File: config.mk
export PLATFORM = sky130hd
export DESIGN_NAME = ctc_cmac
export DESIGN_NICKNAME = d
export VERILOG_FILES = /design/src/hw/rtl/ctc_pkg.sv /design/src/hw/rtl/ctc_cmac.sv
export SDC_FILE = /design/constraint.sdc
export NUM_CORES = 2
export LEC_CHECK = 0
export BUFFER_PORTS_ARGS = -buffer_cell sky130_fd_sc_hd__buf_4
export CAP_MARGIN = 40
export CORE_UTILIZATION = 50
export DETAILED_ROUTE_END_ITERATION = 12
export PLACE_DENSITY = 0.74
export SYNTH_ARGS = -nofsm -noshare
export SYNTH_HDL_FRONTEND = slang
export SYNTH_SLANG_ARGS = --single-unit
export TNS_END_PERCENT = 10
File: constraint.sdc
create_clock -name clk -period 12.6 [get_ports clk]
set_input_delay 1.89 -clock clk [delete_from_list [all_inputs] [get_ports clk]]
set_output_delay 1.89 -clock clk [all_outputs]
set_load 0.01 [all_outputs]
File: src/hw/rtl/ctc_pkg.sv
// Package for the complex transposed convolution block.
// Holds the request codes, register indexes, payload structs and the sequencer states.
// No dependencies.
`default_nettype none
package ctc_pkg;

    localparam int unsigned FIELD_BITS = 16;
    localparam int unsigned ACC_BITS   = 40;
    localparam int unsigned CFG_BITS   = 9;
    localparam int unsigned CFG_IDX_BITS = 3;

    typedef enum logic [1:0] {
        REQ_LOAD_SAMPLE = 2'd0,
        REQ_LOAD_WEIGHT = 2'd1,
        REQ_RUN         = 2'd2,
        REQ_READ        = 2'd3
    } req_t;

    localparam logic [CFG_IDX_BITS-1:0] REG_IN_CHANNELS  = 3'd0;
    localparam logic [CFG_IDX_BITS-1:0] REG_OUT_CHANNELS = 3'd1;
    localparam logic [CFG_IDX_BITS-1:0] REG_OUT_WIDTH    = 3'd2;
    localparam logic [CFG_IDX_BITS-1:0] REG_KERNEL_WIDTH = 3'd3;
    localparam logic [CFG_IDX_BITS-1:0] REG_STRIDE       = 3'd4;
    localparam logic [CFG_IDX_BITS-1:0] REG_CONJUGATE    = 3'd5;

    typedef struct packed {
        logic [1:0]                   req_type;
        logic [7:0]                   position;
        logic [2:0]                   tap;
        logic [3:0]                   in_chan;
        logic [3:0]                   out_chan;
        logic signed [FIELD_BITS-1:0] value_re;
        logic signed [FIELD_BITS-1:0] value_im;
    } in_item_t;

    typedef struct packed {
        logic signed [ACC_BITS-1:0] out_re;
        logic signed [ACC_BITS-1:0] out_im;
    } out_item_t;

    typedef enum logic [3:0] {
        ST_INIT,
        ST_IDLE,
        ST_CLEAR,
        ST_FETCH,
        ST_MUL,
        ST_SUM,
        ST_ACC_RD,
        ST_ACC_WR,
        ST_READ_WAIT,
        ST_READ_OUT
    } state_t;

endpackage
`default_nettype wire

File: src/hw/rtl/ctc_cmac.sv
// Shared complex multiply unit: four registered real products, then a registered
// complex sum with optional conjugation of the weight. Uses ctc_pkg.
`default_nettype none
module ctc_cmac
(
    input  wire                                   clk,
    input  wire signed [ctc_pkg::FIELD_BITS-1:0]  u_re,
    input  wire signed [ctc_pkg::FIELD_BITS-1:0]  u_im,
    input  wire signed [ctc_pkg::FIELD_BITS-1:0]  w_re,
    input  wire signed [ctc_pkg::FIELD_BITS-1:0]  w_im,
    input  wire                                   conj,
    output logic signed [ctc_pkg::ACC_BITS-1:0]   p_re,
    output logic signed [ctc_pkg::ACC_BITS-1:0]   p_im
);
    import ctc_pkg::*;

    localparam int unsigned PB = 2 * FIELD_BITS;

    logic signed [PB-1:0] rr_reg, ii_reg, ir_reg, ri_reg;

    // First stage: the four partial products.
    always_ff @(posedge clk)
    begin
        rr_reg <= u_re * w_re;
        ii_reg <= u_im * w_im;
        ir_reg <= u_im * w_re;
        ri_reg <= u_re * w_im;
    end

    // Second stage: combine into a complex product, conjugating the weight if asked.
    always_ff @(posedge clk)
    begin
        if (conj)
        begin
            p_re <= ACC_BITS'(rr_reg) + ACC_BITS'(ii_reg);
            p_im <= ACC_BITS'(ir_reg) - ACC_BITS'(ri_reg);
        end
        else
        begin
            p_re <= ACC_BITS'(rr_reg) - ACC_BITS'(ii_reg);
            p_im <= ACC_BITS'(ir_reg) + ACC_BITS'(ri_reg);
        end
    end

endmodule
`default_nettype wire

==> results by group <==
Run status
  • Status: finished, final reports clean

Drt
  • Routed WL: 113700 um
  • DR WL met2: 53160 um
  • Initial DRC count: 2514
  • Residual DRC count: 0
  • DR vias/cell: 5.380
  • DR pass1 iterations: 8
  • Via count: 34740
  • ANT nets after route: 0
  • Top Metal Used: met4
  • Metal-1 WL: 47090 um
  • Wire per inst: 17.61 um
  • Metal3 WL: 9029 um

Logic synthesis
  • Ys flop type: dfxtp_1
  • Post-synthesis net count: 6747
  • Yosys top cell area share: 43.84%
  • Async S/R FF share, synth: 0%
  • Largest cells by area after synthesis: fa_1 (44%), ha_1 (10%), inv_1 (9.2%)
  • Top-count cell post-synth: inv_1
  • Post-synth cell types: 81
  • Post-synthesis cell count: 5237
  • Yosys warning total: 0
  • Post-synthesis sequential area ratio: 8.100%
  • Post-synth EDFFs: 0
  • Post-Syn Area: 47950 sq um
  • Syn Area/Cell: 9.155 sq um
  • Largest area contributor in the netlist: fa_1
  • Most frequent cells after synthesis: inv_1 (1175), fa_1 (1050), nand2_1 (540)
  • #FFs+latches synth: 194

Global routing
  • Largest net degree at the start of global routing: 67
  • First-pass GRT wire length: 188600 um
  • Overall Global Routing Usage: 24.46%
  • Total grt overflow: 0
  • Vias in the first global route: 36420
  • Initial antenna violation count: 4

Timing
  • # setup viols final: 0
  • Final hold vios: 0
  • Tmin final: 8104 ps
  • Max Fclk: 0.1234 GHz
  • Slew @ Worst Pin: 953.8 ps
  • Unrepaired setup endpoints after global routing: no
  • Final Slew Violations: 0
  • Skew final: 15.39 ps
  • Fin crit share: 64.32%
  • Max-slew headroom: 36.29%
  • Setup TNS: 0 ps

CTS
  • Postcts setup bufs: 0
  • Worst-path clk slew: 90 ps
  • Cts bufs inserted: 17
  • Clock Latency Late Sink: 520 ps
  • Htree depth: 4
  • Hold_buf cts: 0
  • # clock sinks: 194
  • CTS tree: done
  • CTS Root Cell: clkbuf_16
  • Clock Tree Buf Depth: 2
  • Post-CTS sizing: 0

Floorplan
  • Core Region: 95010 sq um
  • DIE HEIGHT: 311.7 um
  • Starting Density: 50.46%
  • Number of cell rows: 113
  • Die span in x: 311.7 um
  • Die area: 97140 sq um
  • Top Ports: 146

Hold path
  • Hold Path Depth: 1
  • Worst Hold End: p_re[0]
  • Worst Hold Launch: rr_reg[0]
  • Worst hold path type: reg2reg

Worst setup path
  • Buf+Inv Stages, Crit Path: 5
  • CP Depth: 21
  • Worst EP arrival: 8490 ps
  • Setup slack, reg-to-reg: 7630 ps
  • Slowest-stage cell, CP: nor4_1
  • Worst r2r src: ri_reg[2]
  • Worst Setup End Kind: flip-flop
  • CP top delay family: adder cells
  • Critical Path, Cell by Cell: buf_4 -> inv_1 -> buf_4 -> nor2_1 -> fa_1 -> fa_1 -> fa_1 -> fa_1 -> fa_1 -> inv_1 -> fa_1 -> inv_1 -> ha_1 -> nand4_1 -> nor4_1 -> a21oi_1 -> nor3_1 -> or2_1 -> a31oi_1 -> a211oi_1 -> o311ai_1
  • Slowest Stage Delay on Critical Path: 640 ps
  • Worst Setup SP: w_im[15]
  • Worst Reg-to-Reg Cells: 15
  • WS Path Type: in2reg
  • R2R Path End: p_im[30]
  • Worst setup SP type: input pin
  • CP required: 12990 ps
  • CP most frequent cell: fa_1
  • Critical path fanouts, max: 14

Placement
  • Post-DP HPWL: 89150 um
  • Placed cell areas: 49730 sq um
  • IO Port Bufs: 145
  • Placed cell count: 6423
  • Gpl congestion: 0.9409

Finish
  • Biggest regs: p_im: 33 flops, p_re: 33 flops
  • Nets: 6687
  • Layout cells sized above 1: 4.104%
  • Final Non-Filler Cells: 6457
  • Design area: 50330 sq um
  • Area grow syn2layout: 4.979%

Job
  • Number of max-cap violations: 0
==> kinds of logic (layout without fill, tap and decap cells) <==
family / Yosys count / in the layout / synth area share [%]
xor gates and xnor gates: 252 / 252 / 4.603
buffers and inverters: 1401 / 1354 / 11.08
muxes: 6 / 6 / 0.1331
DFF: 194 / 194 / 8.100
and+or+nand+nor: 1438 / 1438 / 15.00
AOI/OAI and AO/OA: 502 / 502 / 6.965
adders and majority gates: 1444 / 1444 / 54.12
other: 0 / 2 / 0
==> through the flow <==
step | setup slack [ps] | util [%] | hold slack (ps)
2_1_floorplan | 4850 | - | 432.4
3_3_place_gp | 4319 | 52.34 | 511.0
3_5_place_dp | 4088 | 52.34 | 508.0
4_1_cts | 4647 | 52.97 | 533.9
5_1_grt | 4227 | 52.97 | 544.3
6_report | 4496 | 52.98 | 520.6
==> worst reg2reg max path, cell delays in order (launching register included) <==
cell and delay (ps):
dfxtp_1 360, nor4_1 500, nand2_1 260, or3_1 430, nor2_1 390, nor2_1 100
xnor2_1 160, ha_1 360, a21o_1 180, a21oi_1 120, o21ai_0 130, o41ai_2 460
o21ai_1 250, a21oi_1 320, mux2_2 380, nor2_1 400
==> worst max path at each step <==
stage / endpoint
final: ii_reg[25]
after global routing: ii_reg[25]
after CTS: ii_reg[25]
after detailed placement: ii_reg[25]
after global placement: ii_reg[30]
after floorplan: ii_reg[30]
==> placed cells by master (no fill, tap or decap), types with 147 or more instances in the layout <==
master and n:
nand2_1 540, and2_1 507, inv_1 1175, nor2_1 179, a21oi_1 173, buf_4 147, ha_1 394, fa_1 1050
xnor2_1 182, dfxtp_1 194
==> metal layers <==
metal,vias to the layer above,global-route usage [%]
li1,15560,-
met1,17620,33.17
met2,1378,39.12
met3,185,4.392
met4,0,9.347
met5,-,0
==> area by class of cell <==
cell class / count / area (sq um)
multi-input combinational: 3642 / 38750
antenna: 2 / 5.005
timing repair buffer: 147 / 1104
fill: 8541 / 44680
sequential: 194 / 3884
inverter: 1175 / 4410
tap: 1265 / 1583
clock buffer: 18 / 429.2
clock inverter: 14 / 168.9
Power is left out: the tool's default activity adds up to more than one toggle a clock period on the data nets, which glitch-free logic cannot reach.
